<file path="config.mk">
export PLATFORM = sky130hd
export DESIGN_NAME = steim2_word_decoder_core
export DESIGN_NICKNAME = d
export VERILOG_FILES = /design/src/hw/rtl/steim2_pkg.sv /design/src/hw/rtl/steim2_word_decoder_core.sv /design/src/hw/rtl/steim2_lane.sv /design/src/hw/rtl/steim2_decode.sv /design/src/hw/rtl/steim2_emit.sv
export SDC_FILE = /design/constraint.sdc
export NUM_CORES = 1
export LEC_CHECK = 0
export ABC_AREA = 1
export BUFFER_PORTS_ARGS = -buffer_cell sky130_fd_sc_hd__buf_2
export CORE_AREA = 2 2 237 239
export CTS_BUF_LIST = sky130_fd_sc_hd__clkbuf_8 sky130_fd_sc_hd__clkbuf_16
export CTS_CLUSTER_DIAMETER = 80
export DETAILED_ROUTE_END_ITERATION = 10
export DIE_AREA = 0 0 239 241
export GPL_TIMING_DRIVEN = 0
export PLACE_DENSITY = 0.72
export SLEW_MARGIN = 10
export SYNTH_ARGS = -nofsm -noshare
export SYNTH_HDL_FRONTEND = slang
export SYNTH_HIERARCHICAL = 1
export SYNTH_SLANG_ARGS = --single-unit
</file>
<file path="constraint.sdc">
create_clock -name clk -period 25.5 [get_ports clk]
set_clock_uncertainty 0.05 [all_clocks]
set_input_delay 2.55 -clock clk [delete_from_list [all_inputs] [get_ports clk]]
set_output_delay 2.55 -clock clk [all_outputs]
set_load 0.1 [all_outputs]
</file>
<file path="src/hw/rtl/steim2_pkg.sv">
`default_nettype none

package steim2_pkg;

	// Largest number of samples one blockette may produce.
	localparam int unsigned MAX_BLOCKETTE_SAMPLES = 1024;

	// Number of difference lanes (the widest layout is seven fields).
	localparam int unsigned LANES = 7;

	// Map codes that always select four 8-bit differences.
	localparam logic [1:0] MAP_DIFF0 = 2'd0;
	localparam logic [1:0] MAP_DIFF1 = 2'd1;

	// Map codes that carry a nibble in the top two bits of the word.
	localparam logic [1:0] MAP_DIFF2 = 2'd2;
	localparam logic [1:0] MAP_DIFF3 = 2'd3;

	// Nibble value that has no layout under map code 3.
	localparam logic [1:0] NIB_INVALID = 2'd3;

	// Layout selectors.
	localparam logic [2:0] SUB_4X8  = 3'd0;
	localparam logic [2:0] SUB_1X30 = 3'd1;
	localparam logic [2:0] SUB_2X15 = 3'd2;
	localparam logic [2:0] SUB_3X10 = 3'd3;
	localparam logic [2:0] SUB_5X6  = 3'd4;
	localparam logic [2:0] SUB_6X5  = 3'd5;
	localparam logic [2:0] SUB_7X4  = 3'd6;

	// Field count and field width of each layout, indexed by selector.
	localparam int unsigned LAYOUT_N [LANES] = '{4, 1, 2, 3, 5, 6, 7};
	localparam int unsigned LAYOUT_W [LANES] = '{8, 30, 15, 10, 6, 5, 4};

	// Result status codes.
	localparam logic [1:0] ST_OK      = 2'd0;
	localparam logic [1:0] ST_BADCODE = 2'd1;
	localparam logic [1:0] ST_LIMIT   = 2'd2;

	typedef struct packed {
		logic               first_word;
		logic               last_word;
		logic signed [31:0] start_value;
		logic        [31:0] data_word;
		logic        [1:0]  map_code;
	} word_t;

	typedef struct packed {
		logic signed [31:0] sample;
		logic        [9:0]  sample_index;
		logic               last;
		logic        [1:0]  status;
		logic               continuity_break;
	} smp_t;

	// A decoded word as handed from the lane stage to the sample sequencer.
	// Element 0 of diffs is the highest field of the word.
	typedef struct packed {
		logic                   first_word;
		logic                   last_word;
		logic [31:0]            start_value;
		logic                   bad_code;
		logic [2:0]             count;
		logic [LANES-1:0][31:0] diffs;
	} dec_t;

	// Sign-extended field k of a word split into n fields of w bits,
	// counted from the top. Fields past the layout read as zero.
	function automatic logic [31:0] field_of(input logic [31:0] wd, input int unsigned n,
		input int unsigned w, input int unsigned k);
		logic [31:0] mask;
		logic [31:0] v;
		mask = (32'd1 << w) - 32'd1;
		v = '0;
		if (k < n) begin
			v = (wd >> (w * (n - 1 - k))) & mask;
			if (v[w-1]) begin
				v = v | ~mask;
			end
		end
		return v;
	endfunction

endpackage

`default_nettype wire

</file>
<file path="src/hw/rtl/steim2_word_decoder_core.sv">
// A word accepted is registered in the decode stage and loaded into the sequencer, which
// then registers its first sample in the output register. Throughput: one sample per
// cycle while the output is not stalled; the next decoded word follows with no gap.
// The serial add into the running value, one difference per cycle, sets that rate.
// Reset (arst_n low, asynchronous) empties both stages, sets sample_limit to 1024 and
// clears the running value, the sample count and the halt flag.
`default_nettype none

// Steim-2 data word decoder.
//
// A word enters the decode stage, where seven lanes each extract their own
// sign-extended difference for the layout picked by the map code and the
// nibble. The merged lane results, with the field count and the invalid-code
// flag, are registered and then handed to a sequencer that adds the
// differences one per unstalled cycle into the 32-bit running value, highest
// field first. Every sum goes out as one result word with its index in the
// blockette. The sequencer takes the next decoded word in the same cycle that
// it finishes the current one, and the decode stage takes a new word while the
// sequencer is still busy, so the input side only stalls when both are full.
//
// A first word loads the start value and compares it against the running
// value left by the previous blockette; a mismatch against a nonzero value
// marks every result of that word. An invalid code or a sample past the limit
// produces one error result and halts decoding until the next first word.
// After a last word the decoder also halts, keeping the running value for the
// next continuity check.
//
// The sample limit register may only be written while the decoder is idle.
module steim2_word_decoder_core #(
	parameter int unsigned MAX_BLOCKETTE_SAMPLES = steim2_pkg::MAX_BLOCKETTE_SAMPLES
) (
	input  wire logic              clk,
	input  wire logic              arst_n,
	input  wire logic              cfg_we,
	input  wire logic [10:0]       cfg_data,
	input  wire logic              word_valid,
	output logic                   word_ready,
	input  wire steim2_pkg::word_t word_data,
	output logic                   smp_valid,
	input  wire logic              smp_ready,
	output steim2_pkg::smp_t       smp_data
);

	logic [10:0]      sample_limit_q;
	logic             dec_valid;
	logic             dec_take;
	steim2_pkg::dec_t dec_data;

	// The limit register resets to the full blockette size of 1024 samples.
	always_ff @(posedge clk or negedge arst_n) begin
		if (!arst_n) begin
			sample_limit_q <= 11'd1024;
		end else if (cfg_we) begin
			sample_limit_q <= cfg_data;
		end
	end

	// Lane stage: layout select, seven parallel field extractors and the merge register.
	steim2_decode u_decode (
		.clk       (clk),
		.arst_n    (arst_n),
		.word_valid(word_valid),
		.word_ready(word_ready),
		.word_data (word_data),
		.dec_valid (dec_valid),
		.dec_take  (dec_take),
		.dec_data  (dec_data)
	);

	// Sequencer: running sum, sample count, halt state and the output register.
	steim2_emit #(
		.MAX_BLOCKETTE_SAMPLES(MAX_BLOCKETTE_SAMPLES)
	) u_emit (
		.clk         (clk),
		.arst_n      (arst_n),
		.sample_limit(sample_limit_q),
		.dec_valid   (dec_valid),
		.dec_take    (dec_take),
		.dec_data    (dec_data),
		.smp_valid   (smp_valid),
		.smp_ready   (smp_ready),
		.smp_data    (smp_data)
	);

endmodule

`default_nettype wire

</file>
<file path="src/hw/rtl/steim2_lane.sv">
`default_nettype none

// One difference lane: pulls its own field out of the word for every layout.
module steim2_lane #(
	parameter int unsigned LANE = 0
) (
	input  wire logic [31:0] data_word,
	input  wire logic [2:0]  sub,
	output logic      [31:0] diff
);

	always_comb begin
		case (sub)
			steim2_pkg::SUB_4X8: begin
				diff = steim2_pkg::field_of(data_word, steim2_pkg::LAYOUT_N[0],
					steim2_pkg::LAYOUT_W[0], LANE);
			end
			steim2_pkg::SUB_1X30: begin
				diff = steim2_pkg::field_of(data_word, steim2_pkg::LAYOUT_N[1],
					steim2_pkg::LAYOUT_W[1], LANE);
			end
			steim2_pkg::SUB_2X15: begin
				diff = steim2_pkg::field_of(data_word, steim2_pkg::LAYOUT_N[2],
					steim2_pkg::LAYOUT_W[2], LANE);
			end
			steim2_pkg::SUB_3X10: begin
				diff = steim2_pkg::field_of(data_word, steim2_pkg::LAYOUT_N[3],
					steim2_pkg::LAYOUT_W[3], LANE);
			end
			steim2_pkg::SUB_5X6: begin
				diff = steim2_pkg::field_of(data_word, steim2_pkg::LAYOUT_N[4],
					steim2_pkg::LAYOUT_W[4], LANE);
			end
			steim2_pkg::SUB_6X5: begin
				diff = steim2_pkg::field_of(data_word, steim2_pkg::LAYOUT_N[5],
					steim2_pkg::LAYOUT_W[5], LANE);
			end
			steim2_pkg::SUB_7X4: begin
				diff = steim2_pkg::field_of(data_word, steim2_pkg::LAYOUT_N[6],
					steim2_pkg::LAYOUT_W[6], LANE);
			end
			default: begin
				diff = '0;
			end
		endcase
	end

endmodule

`default_nettype wire

</file>
<file path="src/hw/rtl/steim2_decode.sv">
`default_nettype none

// Selects the layout, runs all lanes on the word and registers the merged result.
module steim2_decode (
	input  wire logic                clk,
	input  wire logic                arst_n,
	input  wire logic                word_valid,
	output logic                     word_ready,
	input  wire steim2_pkg::word_t   word_data,
	output logic                     dec_valid,
	input  wire logic                dec_take,
	output steim2_pkg::dec_t         dec_data
);

	logic [1:0] nib;
	logic [2:0] sub;
	logic       bad;
	logic [steim2_pkg::LANES-1:0][31:0] lane_diff;
	logic       valid_s1;
	steim2_pkg::dec_t data_s1;

	assign nib = word_data.data_word[31:30];

	always_comb begin
		bad = 1'b0;
		case (word_data.map_code)
			steim2_pkg::MAP_DIFF2: begin
				sub = {1'b0, nib};
			end
			steim2_pkg::MAP_DIFF3: begin
				sub = steim2_pkg::SUB_5X6 + {1'b0, nib};
				bad = (nib == steim2_pkg::NIB_INVALID);
			end
			default: begin
				sub = steim2_pkg::SUB_4X8;
			end
		endcase
	end

	for (genvar g = 0; g < steim2_pkg::LANES; g++) begin : g_lane
		steim2_lane #(
			.LANE(g)
		) u_lane (
			.data_word(word_data.data_word),
			.sub      (sub),
			.diff     (lane_diff[g])
		);
	end

	assign word_ready = !valid_s1 || dec_take;

	always_ff @(posedge clk or negedge arst_n) begin
		if (!arst_n) begin
			valid_s1 <= 1'b0;
		end else if (word_ready) begin
			valid_s1 <= word_valid;
		end
	end

	always_ff @(posedge clk) begin
		if (word_valid && word_ready) begin
			data_s1.first_word  <= word_data.first_word;
			data_s1.last_word   <= word_data.last_word;
			data_s1.start_value <= word_data.start_value;
			data_s1.bad_code    <= bad;
			data_s1.count       <= bad ? 3'd1 : 3'(steim2_pkg::LAYOUT_N[sub]);
			data_s1.diffs       <= lane_diff;
		end
	end

	assign dec_valid = valid_s1;
	assign dec_data  = data_s1;

endmodule

`default_nettype wire

</file>
<file path="src/hw/rtl/steim2_emit.sv">
`default_nettype none

// Adds one difference per unstalled cycle to the running value and drives smp_q.
module steim2_emit #(
	parameter int unsigned MAX_BLOCKETTE_SAMPLES = steim2_pkg::MAX_BLOCKETTE_SAMPLES
) (
	input  wire logic              clk,
	input  wire logic              arst_n,
	input  wire logic [10:0]       sample_limit,
	input  wire logic              dec_valid,
	output logic                   dec_take,
	input  wire steim2_pkg::dec_t  dec_data,
	output logic                   smp_valid,
	input  wire logic              smp_ready,
	output steim2_pkg::smp_t       smp_data
);

	localparam int unsigned CNT_W = $clog2(MAX_BLOCKETTE_SAMPLES + 1);
	localparam int unsigned LIM_W = (CNT_W > 11) ? CNT_W : 11;
	localparam int unsigned IDX_W = (CNT_W > 10) ? CNT_W : 10;

	logic [31:0]      running_q;
	logic [CNT_W-1:0] count_q;
	logic             halted_q;
	logic             active_q;
	logic             bad_q;
	logic             lastw_q;
	logic             brk_q;
	logic [2:0]       rem_q;
	logic [steim2_pkg::LANES-1:0][31:0] diffs_q;
	logic             valid_q;
	steim2_pkg::smp_t smp_q;

	logic [LIM_W-1:0] lim_eff;
	logic             over;
	logic             step;
	logic             done;
	logic [31:0]      run_add;
	logic [31:0]      run_post;
	logic [CNT_W-1:0] cnt_post;
	logic             halt_post;
	logic [IDX_W-1:0] idx_ext;
	logic             load;
	logic             brk_new;
	logic             halt_load;
	steim2_pkg::smp_t res;

	always_comb begin
		if (LIM_W'(sample_limit) < LIM_W'(MAX_BLOCKETTE_SAMPLES)) begin
			lim_eff = LIM_W'(sample_limit);
		end else begin
			lim_eff = LIM_W'(MAX_BLOCKETTE_SAMPLES);
		end
	end

	assign over    = LIM_W'(count_q) >= lim_eff;
	assign step    = active_q && (!valid_q || smp_ready);
	assign run_add = running_q + diffs_q[0];
	assign idx_ext = IDX_W'(count_q);

	always_comb begin
		res                  = '0;
		res.status           = steim2_pkg::ST_OK;
		res.continuity_break = brk_q;
		run_post             = running_q;
		cnt_post             = count_q;
		halt_post            = halted_q;
		done                 = 1'b0;
		if (step) begin
			if (bad_q) begin
				res.status = steim2_pkg::ST_BADCODE;
				res.last   = 1'b1;
				done       = 1'b1;
				halt_post  = 1'b1;
			end else if (over) begin
				res.status = steim2_pkg::ST_LIMIT;
				res.last   = 1'b1;
				done       = 1'b1;
				halt_post  = 1'b1;
				run_post   = run_add;
			end else begin
				res.sample       = run_add;
				res.sample_index = idx_ext[9:0];
				res.last         = (rem_q == 3'd1);
				done             = (rem_q == 3'd1);
				run_post         = run_add;
				cnt_post         = count_q + 1'b1;
			end
			if (done && lastw_q) begin
				halt_post = 1'b1;
			end
		end
	end

	// A new word is loaded when the sequencer is free or finishes this cycle.
	assign load      = dec_valid && (!active_q || done);
	assign dec_take  = load;
	assign brk_new   = dec_data.first_word && (run_post != 32'd0)
		&& (dec_data.start_value != run_post);
	assign halt_load = dec_data.first_word ? 1'b0 : halt_post;

	always_ff @(posedge clk or negedge arst_n) begin
		if (!arst_n) begin
			running_q <= '0;
			count_q   <= '0;
			halted_q  <= 1'b0;
			active_q  <= 1'b0;
		end else if (load) begin
			running_q <= dec_data.first_word ? dec_data.start_value : run_post;
			count_q   <= dec_data.first_word ? '0 : cnt_post;
			halted_q  <= halt_load;
			active_q  <= !halt_load;
		end else if (step) begin
			running_q <= run_post;
			count_q   <= cnt_post;
			halted_q  <= halt_post;
			active_q  <= !done;
		end
	end

	always_ff @(posedge clk) begin
		if (load) begin
			bad_q   <= dec_data.bad_code;
			lastw_q <= dec_data.last_word;
			brk_q   <= brk_new;
			rem_q   <= dec_data.count;
			diffs_q <= dec_data.diffs;
		end else if (step) begin
			rem_q   <= rem_q - 3'd1;
			diffs_q <= {32'd0, diffs_q[steim2_pkg::LANES-1:1]};
		end
	end

	always_ff @(posedge clk or negedge arst_n) begin
		if (!arst_n) begin
			valid_q <= 1'b0;
		end else if (step) begin
			valid_q <= 1'b1;
		end else if (smp_ready) begin
			valid_q <= 1'b0;
		end
	end

	always_ff @(posedge clk) begin
		if (step) begin
			smp_q <= res;
		end
	end

	assign smp_valid = valid_q;
	assign smp_data  = smp_q;

endmodule

`default_nettype wire

</file>
# ---- Word level (Yosys, flattened, before mapping)
# Memory sizes are Yosys's and may differ from the RTL's. A register that Yosys moved wholly into a read port is not among the register bits.
# Index checks and enable logic that the tools add are counted.
dict set report op_classes {
  bitwise 1
  addsub 4
  n_eq_ne 11
  magnitude_cmp 2
  muxes 68
  n_reduce_logical 19
}
# op count
set ops {}
lappend ops {{2-to-1 mux 32 bit} 33}
lappend ops {{2-to-1 mux 224 bit} 2}
lappend ops {{case mux 32 bit (7 select lines)} 1}
lappend ops {{case mux 32 bit (6 select lines)} 1}
lappend ops {{case mux 32 bit (5 select lines)} 1}
lappend ops {{case mux 32 bit (4 select lines)} 1}
lappend ops {{case mux 32 bit (3 select lines)} 1}
lappend ops {{2-to-1 mux 11 bit} 7}
lappend ops {{case mux 32 bit (2 select lines)} 1}
lappend ops {{adder 32 bit} 1}
lappend ops {{!= test 32 bit} 1}
lappend ops {{nonzero test 32 bit} 1}
lappend ops {{2-to-1 mux 1 bit} 16}
lappend ops {{adder 11 x 1 -> 11 bit, second input constant} 1}
lappend ops {{>= comparator 11 bit} 1}
lappend ops {{less-than comparator 11 bit, second input constant} 1}
lappend ops {{equality test 3 bit, second input constant} 3}
lappend ops {{equality test 2 bit, second input constant} 3}
lappend ops {{equality test 3 x 1 -> 1 bit, second input constant} 2}
lappend ops {{equality test 3 x 2 -> 1 bit, second input constant} 2}
lappend ops {{logical AND 1 bit} 6}
lappend ops {{2-to-1 mux 3 bit} 2}
lappend ops {{case mux 3 bit (2 select lines)} 1}
lappend ops {{logical NOT 1 bit} 5}
lappend ops {{other kinds (8)} 11}
dict set report word_totals {
  elab_cells 140
  out_inout_bits 48
  in_bits 84
  ff_bits 593
  rom_bits 256
  memories 1
}
# memory words width rd rd_clocked_by_memory_dff write_ports line
set mem_list {}
lappend mem_list {{(no name shown)} 8 32 1 1 0 steim2_decode.sv:66} ;# data_s1.count <= bad ? 3'd1 : 3'(steim2_pkg::LAYOUT_N[sub]);

# ---- Depth between registers and ports, before layout
# Gate-level depths: netlist (run 1).
dict set report depth {
  word_depth 12
  ltp_mapped 21
  mapped_depth_nobuf 21
}

# ---- Hierarchy
# The synthesis (run 1) kept the hierarchy.
# mod cells_per_inst area_per_inst_um2 seq_area_each_um2 instances
set by_module_without_submodules {}
lappend by_module_without_submodules {steim2_emit 2188 17762.0 9439.1 1}
lappend by_module_without_submodules {steim2_decode 286 7988.9 7892.6 1}
lappend by_module_without_submodules {{steim2_lane (u_decode.g_lane[0].u_lane)} 216 999.7 0.0 1}
lappend by_module_without_submodules {{steim2_lane (u_decode.g_lane[1].u_lane)} 149 810.8 0.0 1}
lappend by_module_without_submodules {{steim2_lane (u_decode.g_lane[2].u_lane)} 108 591.8 0.0 1}
lappend by_module_without_submodules {{steim2_lane (u_decode.g_lane[3].u_lane)} 88 489.2 0.0 1}
lappend by_module_without_submodules {steim2_word_decoder_core 47 422.9 276.5 1}
lappend by_module_without_submodules {{steim2_lane (u_decode.g_lane[4].u_lane)} 51 336.6 0.0 1}
lappend by_module_without_submodules {{steim2_lane (u_decode.g_lane[5].u_lane)} 44 299.0 0.0 1}
lappend by_module_without_submodules {{steim2_lane (u_decode.g_lane[6].u_lane)} 38 254.0 0.0 1}

# ---- Least setup slack after synthesis (run 1)
# OpenSTA, ideal clock, no wires.
dict set report synth_timing {
  path_kind {input to register}
  start {in smp_ready}
  end {reg u_decode.data_s1, in the netlist u_decode/dec_data[0] (enable)}
  stages 10
  n_path_buf 2
  setup_ns 0.972
  setup_slack_ns 7.819
  required_ns 24.478
  arrival_ns 16.659
  cell_sequence {inv_1 > nand2_1 > nand2_2 > inv_2 > nand2_2 > a21oi_4 > buf_6 > buf_4 > inv_1 > a21oi_1}
}
dict set report synth_via {
  elab_chain_cells 7
}
# element line
set synth_rtl {}
lappend synth_rtl {{start: declaration} steim2_word_decoder_core.sv:40} ;# input wire logic smp_ready,
lappend synth_rtl {{logical OR 1 bit} steim2_emit.sv:57} ;# assign step = active_q && (!valid_q || smp_ready);
lappend synth_rtl {{logical AND 1 bit} steim2_emit.sv:57}
lappend synth_rtl {{net u_emit.step} steim2_emit.sv:36} ;# logic step;
lappend synth_rtl {{2-to-1 mux 1 bit} steim2_emit.sv:69} ;# if (step) begin
lappend synth_rtl {{logical OR 1 bit} steim2_emit.sv:96} ;# assign load = dec_valid && (!active_q || done);
lappend synth_rtl {{logical AND 1 bit} steim2_emit.sv:96}
lappend synth_rtl {{net dec_take} steim2_word_decoder_core.sv:46} ;# logic dec_take;
lappend synth_rtl {{logical OR 1 bit} steim2_decode.sv:50} ;# assign word_ready = !valid_s1 || dec_take;
lappend synth_rtl {{logical AND 1 bit} steim2_decode.sv:61} ;# if (word_valid && word_ready) begin
lappend synth_rtl {{end: declaration} steim2_decode.sv:20} ;# steim2_pkg::dec_t data_s1;
# The timed path passes the listed nets, and every way through them passes these cells.
# A chain may end at the register's enable or synchronous reset.

# ---- Worst setup path in the final report (run 1)
dict set report layout_timing {
  start {in smp_ready}
  end {out word_ready}
}
dict set report layout_via {
  elab_chain_cells 6
}
# element line
set layout_rtl {}
lappend layout_rtl {{logical OR 1 bit} steim2_emit.sv:57}
lappend layout_rtl {{logical AND 1 bit} steim2_emit.sv:57}
lappend layout_rtl {{net u_emit.step} steim2_emit.sv:36}
lappend layout_rtl {{2-to-1 mux 1 bit} steim2_emit.sv:69}
lappend layout_rtl {{logical OR 1 bit} steim2_emit.sv:96}
lappend layout_rtl {{logical AND 1 bit} steim2_emit.sv:96}
lappend layout_rtl {{net dec_take} steim2_word_decoder_core.sv:46}
lappend layout_rtl {{logical OR 1 bit} steim2_decode.sv:50}
lappend layout_rtl {{end: declaration} steim2_word_decoder_core.sv:37} ;# output logic word_ready,
# The timed path passes the listed nets, and every way through them passes these cells.

==> results of run 1 <==
[through the flow]
stage / hold WS [ps] / total power [mW] / utilization
floorplan: 350 / 3.55 / -
global placement: 353 / 4.22 / 0.574
detailed placement: 368 / 4.06 / 0.584
CTS: 376 / 5.03 / 0.625
global route: 379 / 5.33 / 0.625
finish: 366 / 5.01 / 0.625
[cells by family (layout without fill, tap and decap cells)]
| kind of cell | after synthesis | in the layout | share of synthesized area |
|---|---|---|---|
| AO/OA/AOI/OAI | 153 | 153 | 0.0272 |
| XOR/XNOR | 11 | 11 | 0.00322 |
| adder cells (fa/ha/maj) | 46 | 46 | 0.0195 |
| buffers and inverters | 597 | 868 | 0.107 |
| flip-flops | 596 | 596 | 0.588 |
| AND/OR/NAND/NOR | 1812 | 1812 | 0.255 |
[flip-flops by register name (all words and copies together) (netlist names)]
name                flops
u_emit/smp_data        46
u_emit/count_q         11
u_decode/dec_valid      1
u_emit/running_q       32
u_emit/lastw_q          1
u_emit/rem_q            3
u_emit/active_q         1
u_emit/halted_q         1
u_decode/dec_data     262
sample_limit_q         11
u_emit/diffs_q        224
u_emit/smp_valid        1
u_emit/brk_q            1
u_emit/bad_q            1
[where the power goes]
group	switching [mW]	total, mW	internal [mW]
clock network	0.394	0.948	0.554
registers	0.143	1.80	1.65
logic	1.61	2.27	0.658
[area by class of cell]
type,instances,area [sq um],area share
flip-flops and latches,596,17600,0.514
multi-input cells,2022,9150,0.267
plain buffers,254,1920,0.0561
clock buffers,69,1720,0.0501
inverters,343,1290,0.0378
repair buffers,154,1210,0.0353
well taps,704,881,0.0257
clock inverters,48,484,0.0141
[per-layer routing]
metal	up-vias	wire (um)
li1	10804	-
met2	630	38400
met1	10272	30200
met5	-	0
met4	0	2700
met3	155	3570
[worst max-delay path: stages]
cell	delay [ps]
buf_2	80
inv_1	30
nand2_1	90
nand2_2	110
inv_2	830
nand2_2	220
a21oi_4	410
buf_6	220
buf_4	340
inv_1	140
nand2_1	100
buf_2	440
[cell usage in the layout, fill, tap and decap left out, types with 3 or more instances in the layout]
master,n
ha_1,45
nor2_2,6
xnor2_1,4
clkinv_2,3
buf_4,174
clkbuf_1,14
or2_2,25
clkbuf_16,68
nand3_1,185
o21ai_1,16
inv_2,13
nor2_4,6
buf_12,9
edfxtp_1,538
nand3b_1,11
buf_16,13
o21ai_0,77
clkinv_1,16
buf_6,38
inv_6,3
a21oi_1,47
nor3_1,12
inv_1,336
bufinv_16,6
nand3_2,9
clkinvlp_4,5
nor2_1,213
inv_4,3
nand2_1,1216
dfrtp_1,57
o21bai_1,3
xor2_1,7
buf_2,158
nand2_2,11
clkinv_16,3
nand4_1,107
[final timing paths]
| check | startpoint | endpoint | slack (ps) | depth (start not counted) |
|---|---|---|---|---|
| max reg2reg | sample_limit_q[10] | u_decode/dec_data[213] | 20480 | 20 |
| max | smp_ready | word_ready | 17310 | 12 |
| min reg2reg | u_emit/brk_q | u_emit/smp_data[0] | 370 | 0 |
| min in group asynchronous | arst_n | sample_limit_q[2] | 1740 | 1 |
| min | u_emit/brk_q | u_emit/smp_data[0] | 370 | 0 |
| max in group asynchronous | arst_n | u_emit/running_q[31] | 23120 | 2 |
==> summary.txt, run 1 <==
Status
  – Status: completed

Worst setup path
  – CP Class: in2out
  – Req. time, crit path: around 23,000 ps
  – Worst Setup End Kind: primary output
  – Critical path fanouts, max: 50
  – Critical Path AT: roughly 5600 ps
  – CP Launch Type: input port

Placed design
  – DP Area: 32,100 sq um
  – Hpwl dp: about 55,000 um
  – Buffers on Ports: 131
  – Placed Cells: between 4,000 and 5,000
  – GP Congestion: 0.925
  – Pre-CTS WS: 17,280 ps

Detailed routing
  – Via/cell ratio: between 5 and 6
  – Drt wl/cell: approximately 18 um
  – Remaining antenna violation count: 0
  – Drt drc: 0
  – 1st-pass router iterations: 6
  – Detailed-route wire length: approximately 75,000 um
  – 1st-iter DRT viols: 1,644
  – Vias: approximately 22,000

Synth
  – Seq/Total Area, Yosys: 0.588
  – Seq cells post-synth: slightly below 600
  – Count leader, synth: nand2_1
  – Mapped Cells: between 3,000 and 4,000
  – Cell taking the most area after synthesis: edfxtp_1
  – Main synth FF type: edfxtp_1
  – Yosys warnings: 6
  – Post-synth EDFFs: ~540
  – Post-Syn Area: roughly 30,000 sq um
  – Top post-synthesis cells by area: edfxtp_1 54%, nand2_1 15%, dfrtp_1 4.8%
  – Top cells by count, synth: 1,216 x nand2_1, 538 x edfxtp_1, 323 x inv_1
  – Asr flop ratio synth: 0.0973
  – Syn Nets: 3,345
  – Syn avg cell area: approximately 9.3 sq um
  – Synth cell types: 46
  – Post-synth top area share: 0.539

Finish
  – Diodes inserted: 0
  – Fill count: 4,485
  – Fin area: between 30,000 and 40,000 sq um
  – Area grow syn2layout: 14.4%
  – Final #Nets: roughly 3,600
  – Non-Filler Instances: 4,190
  – Fraction of layout cells with a size suffix above 1: 0.164

Clock network
  – Latest clock arrival within the worst-skew pair: 620 ps
  – Num CTS Buffers: 66
  – H-tree depth: 3
  – Hold buffers post-CTS: 0
  – CTS sink count: between 500 and 600
  – Total setup buffers inserted after CTS: 0
  – Clock Tree Buf Depth: 3
  – Reg clk slew, reported paths: about 60 ps
  – Root buffer cell: clkbuf_16
  – Post_cts resized: 0
  – CTS tree: built

Floorplan
  – # IOs: ~130
  – Initial Util: 0.546
  – DIE AREA: approximately 58,000 sq um
  – Die Y: about 240 um
  – Die X-Extent: 239 um
  – Core ar.: around 55,000 sq um
  – Rows: 86

GRT
  – GRT met2 Usage: 0.483
  – All-Layer GR Usage: 0.263
  – First-pass GRT wire length: 116,000 um
  – Vias in the first global route: between 20,000 and 25,000
  – Grt met1 use: 0.312
  – Initial antenna violation count: 1
  – GR Overflow Total: 0
  – Largest net degree at the start of global routing: 51
  – Busiest metal layer after global routing: met2
  – Met3 GRT Util: 0.0375

Min path
  – Hold crit path type: reg2reg

STA
  – Slew margin rel.: 0.176
  – Period utilization: 0.321
  – Post-Route Setup TNS: 0 ps
  – Slew Viols, Final: 0
  – Setup violators final: 0
  – Final Hold Viols: 0
  – Worst-margin pin slew: 1230 ps
  – Fmax achieved: roughly 0.12 GHz
  – Fin crit period: 8190 ps
  – RSZ-0062 raised after global routing: no
  – Worst setup margin: about 17,000 ps

Power
  – Peak VDD IR: around 0.10 mV
  – P_leak: between 15 and 20 nW
  – P per Cell Area: approximately 150 nW/um^2

Run
  – Max-cap violations: 0
Power figures use the tool's default switching activity.
==> inputs of run 2 (changes only) <==
==> constraint.sdc (replaced) <==
create_clock -name clk -period 8.5 [get_ports clk]
set_clock_uncertainty 0.05 [all_clocks]
set_input_delay 0.85 -clock clk [delete_from_list [all_inputs] [get_ports clk]]
set_output_delay 0.85 -clock clk [all_outputs]
set_load 0.1 [all_outputs]
==> summary.txt, run 2 (same netlist as run 1, synthesis figures left out) <==
Run
  – Max-cap violations: 0 (unchanged)

Clock network
  – Clock Tree Buf Depth: 3 (unchanged)
  – CTS sink count: 596 (unchanged)
  – CTS tree: built
  – H-tree depth: 3 (unchanged)
  – Reg clk slew, reported paths: 50 ps (about the same)
  – Hold buffers post-CTS: 0 (unchanged)
  – Root buffer cell: clkbuf_16
  – Num CTS Buffers: 66 (unchanged)
  – Total setup buffers inserted after CTS: 0 (unchanged)
  – Latest clock arrival within the worst-skew pair: 610 ps (about the same)
  – Post_cts resized: 0 (unchanged)

Placed design
  – GP Congestion: 0.926 (+0.14%)
  – Hpwl dp: 55,700 um (+0.48%)
  – Buffers on Ports: 131 (unchanged)

Power
  – Logic pwr share: 0.455 (+0.003)
  – Sw Share: 0.430 (+0.00161)
  – Seq pwr share: 0.361 (+0.003)
  – P_leak: 16.1 nW (about the same)
  – P per Cell Area: 436 nW/um^2 (+200%)
  – Peak VDD IR: 0.320 mV (+220%)
  – Total Power: 14.9 mW (+200%)
  – P_int: 8.50 mW (+200%)
  – Clk pwr share: 0.184 (-0.005)
  – Sw power: 6.40 mW (+200%)

Detailed routing
  – Drt wl/cell: 17.8 um (-0.45%)
  – Via/cell ratio: 5.16 (-1.0%)
  – 1st-pass router iterations: 6 (unchanged)
  – Remaining antenna violation count: 0 (unchanged)
  – 1st-iter DRT viols: 1,456 (-11%)
  – Vias: 21,634 (-1.0%)
  – Drt drc: 0 (unchanged)
  – Detailed-route wire length: 74,600 um (-0.45%)

GRT
  – Largest net degree at the start of global routing: 51 (unchanged)
  – GR Overflow Total: 0 (unchanged)
  – Initial antenna violation count: 1 (unchanged)
  – Vias in the first global route: 21,325 (-1.4%)
  – First-pass GRT wire length: 116,000 um (+0.63%)
  – All-Layer GR Usage: 0.266 (+0.00297)

Floorplan
  – Die X-Extent: 239 um (unchanged)
  – Rows: 86 (unchanged)
  – Initial Util: 0.546 (unchanged)
  – Core ar.: 54,900 sq um (unchanged)
  – DIE AREA: 57,600 sq um (unchanged)
  – # IOs: 132 (unchanged)
  – Die Y: 241 um (unchanged)

Worst setup path
  – R2R Setup Slk: 3380 ps (-17,100 ps)
  – CP Launch Type: flip-flop
  – Setup crit end: word_ready
  – Critical path fanouts, max: 13 (-74%)
  – Req. time, crit path: 7600 ps (-15,300 ps)
  – Crit path from: sample_limit_q[10]
  – Cells on worst reg2reg path: 19 (-5.0%)
  – Critical Path AT: 4280 ps (-1310 ps)
  – Worst Setup End Kind: primary output
  – CP Class: reg2out
  – FF-to-FF End: u_decode/dec_data[151]
  – Critical R2R Launch: sample_limit_q[10]

Finish
  – Fill count: 4,511 (+0.58%)
  – Area grow syn2layout: 14.1%
  – Most common cell after layout, fill and taps aside: nand2_1
  – Fraction of layout cells with a size suffix above 1: 0.162 (-0.00143)
  – Most frequent cells in the layout: 1,216 x nand2_1, 538 x edfxtp_1, 340 x inv_1, 213 x nor2_1, 185 x nand3_1
  – Core Util, Final: 0.623 (-0.00173)
  – Final #Nets: 3,567 (unchanged)
  – Diodes inserted: 0 (unchanged)
  – Max reg flops: 262 (unchanged)

STA
  – Period utilization: 0.610
  – Setup violators final: 0 (unchanged)
  – Final Hold Viols: 0 (unchanged)
  – Fin crit period: between 5000 and 6000 ps
  – Post-Route Setup TNS: 0 ps (unchanged)
  – RSZ-0062 raised after global routing: no
  – Slew margin rel.: 0.163 (-0.0122)
  – Slew Viols, Final: 0 (unchanged)
  – Fmax achieved: roughly 0.19 GHz
  – Worst-margin pin slew: 1250 ps (+24.5 ps)

Min path
  – Hold crit path type: in2async

Status
  – Status: completed
-- run 2: cell types whose count changed in the layout (fill, tap and decap cells not counted), moves of 2 or more --
cell / delta
buf_12: +2
buf_16: -2
bufinv_16: -2
clkbuf_16: -2
clkinv_2: +2
clkinv_8: -2
clkinvlp_4: -4
inv_1: +4
-- run 2: worst min path at each step --
stage	startpoint	endpoint	slack, ps	depth (start not counted)
4_1_cts	arst_n	sample_limit_q[1]	20	1
3_5_place_dp	u_decode/dec_data[260]	u_emit/lastw_q	360	0
2_1_floorplan	u_decode/dec_data[227]	u_emit/bad_q	350	0
3_3_place_gp	u_emit/brk_q	u_emit/smp_data[0]	350	0
5_1_grt	arst_n	sample_limit_q[1]	30	1
6_report	arst_n	sample_limit_q[1]	50	1
-- run 2: area by class of cell --
type	count	area, sq um	share of cell area
tap	704	881	0.0258
inverter	343	1290	0.0379
clock inverter	49	440	0.0129
buffer	254	1920	0.0563
timing repair buffer	154	1200	0.0350
multi-input combinational	2022	9150	0.268
sequential	596	17600	0.515
clock buffer	68	1680	0.0491
-- run 2: critical path, cell delays in order, from the launching register on --
cell	delay, ps
dfstp_2	550
clkinv_1	230
ha_1	430
nand3_2	100
o41ai_2	340
nor2_2	60
nand2_1	100
nor2_2	60
o21ai_2	90
nand2_2	120
a21oi_4	380
buf_6	200
buf_4	320
inv_1	150
nand2_1	100
buf_2	430
-- run 2: routing by layer --
layer	GRT usage	vias up	part of all wire
li1	-	10803	-
met1	0.321	10132	0.41
met2	0.491	581	0.52
met3	0.0365	118	0.047
met4	0.0883	0	0.029
met5	0	-	0
-- run 2: power by group through the flow --
stage,Clock [mW],Sequential (mW),Combinational (mW)
finish,2.74,5.38,6.77
global route,2.92,5.48,7.52
CTS,2.80,5.38,6.78
detailed placement,0,5.43,6.75
global placement,0,5.70,6.35
floorplan,0,6.24,3.98
-- run 2: through the flow --
stage | instance area (sq um) | setup WS (ps) | instances | hold slack [ps]
after global routing | 34200 | 2990 | 4190 | 25.2
after global placement | 31500 | -1660 | 4050 | 354
after CTS | 34200 | 3260 | 4190 | 16.9
final | 34200 | 3320 | 4190 | 45.8
after floorplan | 30000 | 1140 | 3215 | 350
after detailed placement | 32100 | 3110 | 4073 | 359
==> inputs of run 3 (changes only) <==
--- a/config.mk
+++ b/config.mk
@@ -5,15 +5,15 @@
 export SDC_FILE = /design/constraint.sdc
 export NUM_CORES = 1
 export LEC_CHECK = 0
-export ABC_AREA = 1
+export ABC_AREA = 0
 export BUFFER_PORTS_ARGS = -buffer_cell sky130_fd_sc_hd__buf_2
-export CORE_AREA = 2 2 237 239
+export CORE_AREA = 2 2 232 234
 export CTS_BUF_LIST = sky130_fd_sc_hd__clkbuf_8 sky130_fd_sc_hd__clkbuf_16
 export CTS_CLUSTER_DIAMETER = 80
 export DETAILED_ROUTE_END_ITERATION = 10
-export DIE_AREA = 0 0 239 241
+export DIE_AREA = 0 0 234 236
 export GPL_TIMING_DRIVEN = 0
-export PLACE_DENSITY = 0.72
+export PLACE_DENSITY = 0.75
 export SLEW_MARGIN = 10
 export SYNTH_ARGS = -nofsm -noshare
 export SYNTH_HDL_FRONTEND = slang
==> constraint.sdc (replaced) <==
create_clock -name clk -period 4.2 [get_ports clk]
set_clock_uncertainty 0.05 [all_clocks]
set_input_delay 0.42 -clock clk [delete_from_list [all_inputs] [get_ports clk]]
set_output_delay 0.42 -clock clk [all_outputs]
set_load 0.1 [all_outputs]
==> summary.txt, run 3 <==
Status
  – Status: complete, but fails checks
  – Failing checks: setup timing

Worst setup path
  – Cells on worst reg2reg path: 13 (-6)
  – CP Class: reg2reg
  – FF-to-FF End: u_emit/brk_q
  – CP Launch Type: flip-flop
  – Worst Setup End Kind: flip-flop
  – R2R Setup Slk: -80 ps (-3460 ps)
  – Req. time, crit path: 4470 ps (-3130 ps)
  – Crit path from: u_emit/smp_valid
  – Critical R2R Launch: u_emit/smp_valid
  – Critical Path AT: 4550 ps (+270 ps)
  – Critical path fanouts, max: 10 (-3)

Synth
  – Mapped Cells: 2,524 (-21%)
  – Synth cell types: 103 (+120%)
  – XOR/XNOR Fraction of Synth Area: 0.0241 (+0.0209)
  – Adder-Cell Fraction of Synth Area: 0.0203 (+0.000822)
  – Main synth FF type: edfxtp_1
  – Post-synthesis compound-gate area fraction: 0.0821 (+0.0549)
  – Asr flop ratio synth: 0.0973 (unchanged)
  – Yosys warnings: 6 (unchanged)
  – Top cells by count, synth: 702 x nand2_1, 538 x edfxtp_1, 152 x buf_4
  – Syn Nets: 2,654 (-21%)
  – Seq/Total Area, Yosys: 0.613 (+0.0248)
  – Cell taking the most area after synthesis: edfxtp_1
  – Largest family of logic cells by synthesized area: simple AND/OR/NAND/NOR gates
  – Seq cells post-synth: 596 (unchanged)
  – Mux contribution to synthesized area: 0.0243 (+0.0243)
  – Post-synth EDFFs: 538 (unchanged)
  – Post-Syn Area: 28,700 sq um (-4.1%)
  – Count leader, synth: nand2_1
  – Post-synth top area share: 0.562 (+0.0228)
  – Top post-synthesis cells by area: edfxtp_1 56%, nand2_1 9.2%, dfrtp_1 5.0%
  – Syn avg cell area: 11.4 sq um (+22%)
  – Simple-Gate Fraction of Synth Area: 0.176 (-0.0789)

Run
  – Max-cap violations: 0 (unchanged)

Detailed routing
  – Vias: 20,450 (-5.5%)
  – Drt drc: 0 (unchanged)
  – Detailed-route wire length: 80,600 um (+8.1%)
  – Remaining antenna violation count: 0 (unchanged)
  – 1st-iter DRT viols: 1,899 (+30%)
  – Via/cell ratio: 5.69 (+10%)
  – Drt wl/cell: 22.4 um (+26%)
  – 1st-pass router iterations: 6 (unchanged)

GRT
  – First-pass GRT wire length: 119,000 um (+2.6%)
  – Largest net degree at the start of global routing: 94 (+84%)
  – Initial antenna violation count: 1 (unchanged)
  – Vias in the first global route: 20,339 (-4.6%)
  – All-Layer GR Usage: 0.291 (+0.0252)
  – GR Overflow Total: 0 (unchanged)

STA
  – Final Hold Viols: 0 (unchanged)
  – Worst setup margin: -81.2 ps (-3400 ps)
  – Hold slack: 46.1 ps (+0.355 ps)
  – Fmax achieved: around 0.23 GHz
  – Setup violators final: 1 (+1)
  – Period utilization: 1.02
  – RSZ-0062 raised after global routing: yes
  – Slew margin rel.: 0.240 (+0.0766)
  – Fin crit period: between 4000 and 5000 ps
  – Slew Viols, Final: 0 (unchanged)
  – Worst-margin pin slew: 1140 ps (-113 ps)

Floorplan
  – Initial Util: 0.542 (-0.00427)
  – DIE AREA: 55,200 sq um (-4.1%)
  – Die Y: 236 um (-2.1%)
  – Rows: 85 (-1.2%)
  – # IOs: 132 (unchanged)
  – Core ar.: 53,100 sq um (-3.3%)
  – Die X-Extent: 234 um (-2.1%)

Placed design
  – DP Area: 30,600 sq um (-4.6%)
  – GP Congestion: 0.977 (+5.6%)
  – Buffers on Ports: 131 (unchanged)
  – Hpwl dp: 55,500 um (-0.33%)

Power
  – P_leak: 14.1 nW (-12%)
  – Peak VDD IR: 0.496 mV (+55%)
  – P per Cell Area: 922 nW/um^2 (+110%)

Clock network
  – Clock Tree Buf Depth: 3 (unchanged)
  – Reg clk slew, reported paths: 60 ps (about the same)
  – Latest clock arrival within the worst-skew pair: 610 ps (about the same)
  – H-tree depth: 3 (unchanged)
  – CTS sink count: 596 (unchanged)
  – Num CTS Buffers: 66 (unchanged)
  – Root buffer cell: clkbuf_16
  – CTS tree: built

Finish
  – Most common cell after layout, fill and taps aside: nand2_1
  – Area grow syn2layout: 19.3%
  – Diodes inserted: 0 (unchanged)
  – Fraction of layout cells with a size suffix above 1: 0.226 (+0.0635)
  – Most frequent cells in the layout: 696 x nand2_1, 538 x edfxtp_1, 217 x buf_4, 152 x buf_2, 115 x nor2_1
  – Max reg flops: 262 (unchanged)
  – Final #Nets: 2,973 (-17%)
  – Fin area: 34,300 sq um (+0.34%)

Min path
  – HP Start: cfg_we
  – Worst Hold Endpoint: sample_limit_q[8]
  – Hold Path Depth: 2
  – Hold crit path type: in2reg
run 3: changes by cell type after synthesis, sizes merged, moves of 50 or more:
cell and delta:
nand4 -85, inv -320, nand3 -139, nand2 -522, nor2 -107, clkbuf +68
buf -50
run 3: area by class of cell:
type                            instances  area [sq um]
Clock inverter                         50           410
Buffer                                269          1740
Fill cell                            3998         18800
Tap cell                              696           871
Inverter                               20          82.6
Multi-Input combinational cell       1638          9920
Timing Repair Buffer                  252          1920
Sequential cell                       596         17600
Clock buffer                           70          1730
run 3: what timing repair did:
action	4_1_cts	5_1_grt
buffers inserted	41	21
cloned	4	0
pin swaps	24	24
endpoints found under the hold margin	102	0
hold buffers	46	0
gates resized for setup	93	45
endpoints found under the setup margin	457	124
run 3: logic make-up after synthesis:
kind of cell	count (synthesis)
AO/OA/AOI/OAI	326
XOR/XNOR	75
adder cells (fa/ha/maj)	46
buffers and inverters	292
flip-flops	596
multiplexers	63
AND/OR/NAND/NOR	1126
run 3: how the worst max path moves through the flow:
stage	to	slack (ps)	cells past startpoint
after floorplan	u_decode/dec_data[0]	-630	13
after global placement	u_decode/dec_data[183]	-2360	14
after detailed placement	u_decode/dec_data[183]	-1110	16
after CTS	u_emit/brk_q	-4	12
after global routing	u_emit/brk_q	-80	11
final	u_emit/brk_q	-80	13
run 3: per-stage QoR:
stage	setup WS (ps)	TNS [ps]	power, mW	utilization	std cells
4_1_cts	-3.77	-3.77	31.0	0.640	3573
3_5_place_dp	-1110	-261450	23.9	0.576	3363
2_1_floorplan	-627	-164290	19.7	-	2524
6_report	-81.2	-81.2	31.6	0.646	3591
3_3_place_gp	-2360	-650000	23.6	0.571	3351
5_1_grt	-83.9	-127	33.2	0.646	3591
run 3: power by group:
part	internal [mW]	switching [mW]	leakage, nW
clock	3.25	2.37	1.10
sequential	9.65	0.990	6.00
combinational	5.12	10.2	7.00
total	18.0	13.6	14.1
run 3: critical path, cell delays in order, from the launching register on:
cell and delay (ps):
dfrtp_1 360, nand2b_1 280, nand2_2 260, clkbuf_4 270, clkbuf_4 270, buf_4 240
nand2_1 160, a31oi_2 350, o211ai_1 190, a2111oi_0 420, nand4_1 380, nor4_1 330
nand4_1 140, o221a_1 300
run 3: metal layers:
layer / vias up / track usage / wire length, um / part of all wire
met1: 9887 / 0.351 / 30800 / 0.38
met3: 206 / 0.0423 / 4840 / 0.060
met5: - / 0 / 0 / 0
li1: 9550 / - / - / -
met4: 0 / 0.133 / 4140 / 0.051
met2: 807 / 0.513 / 40800 / 0.51
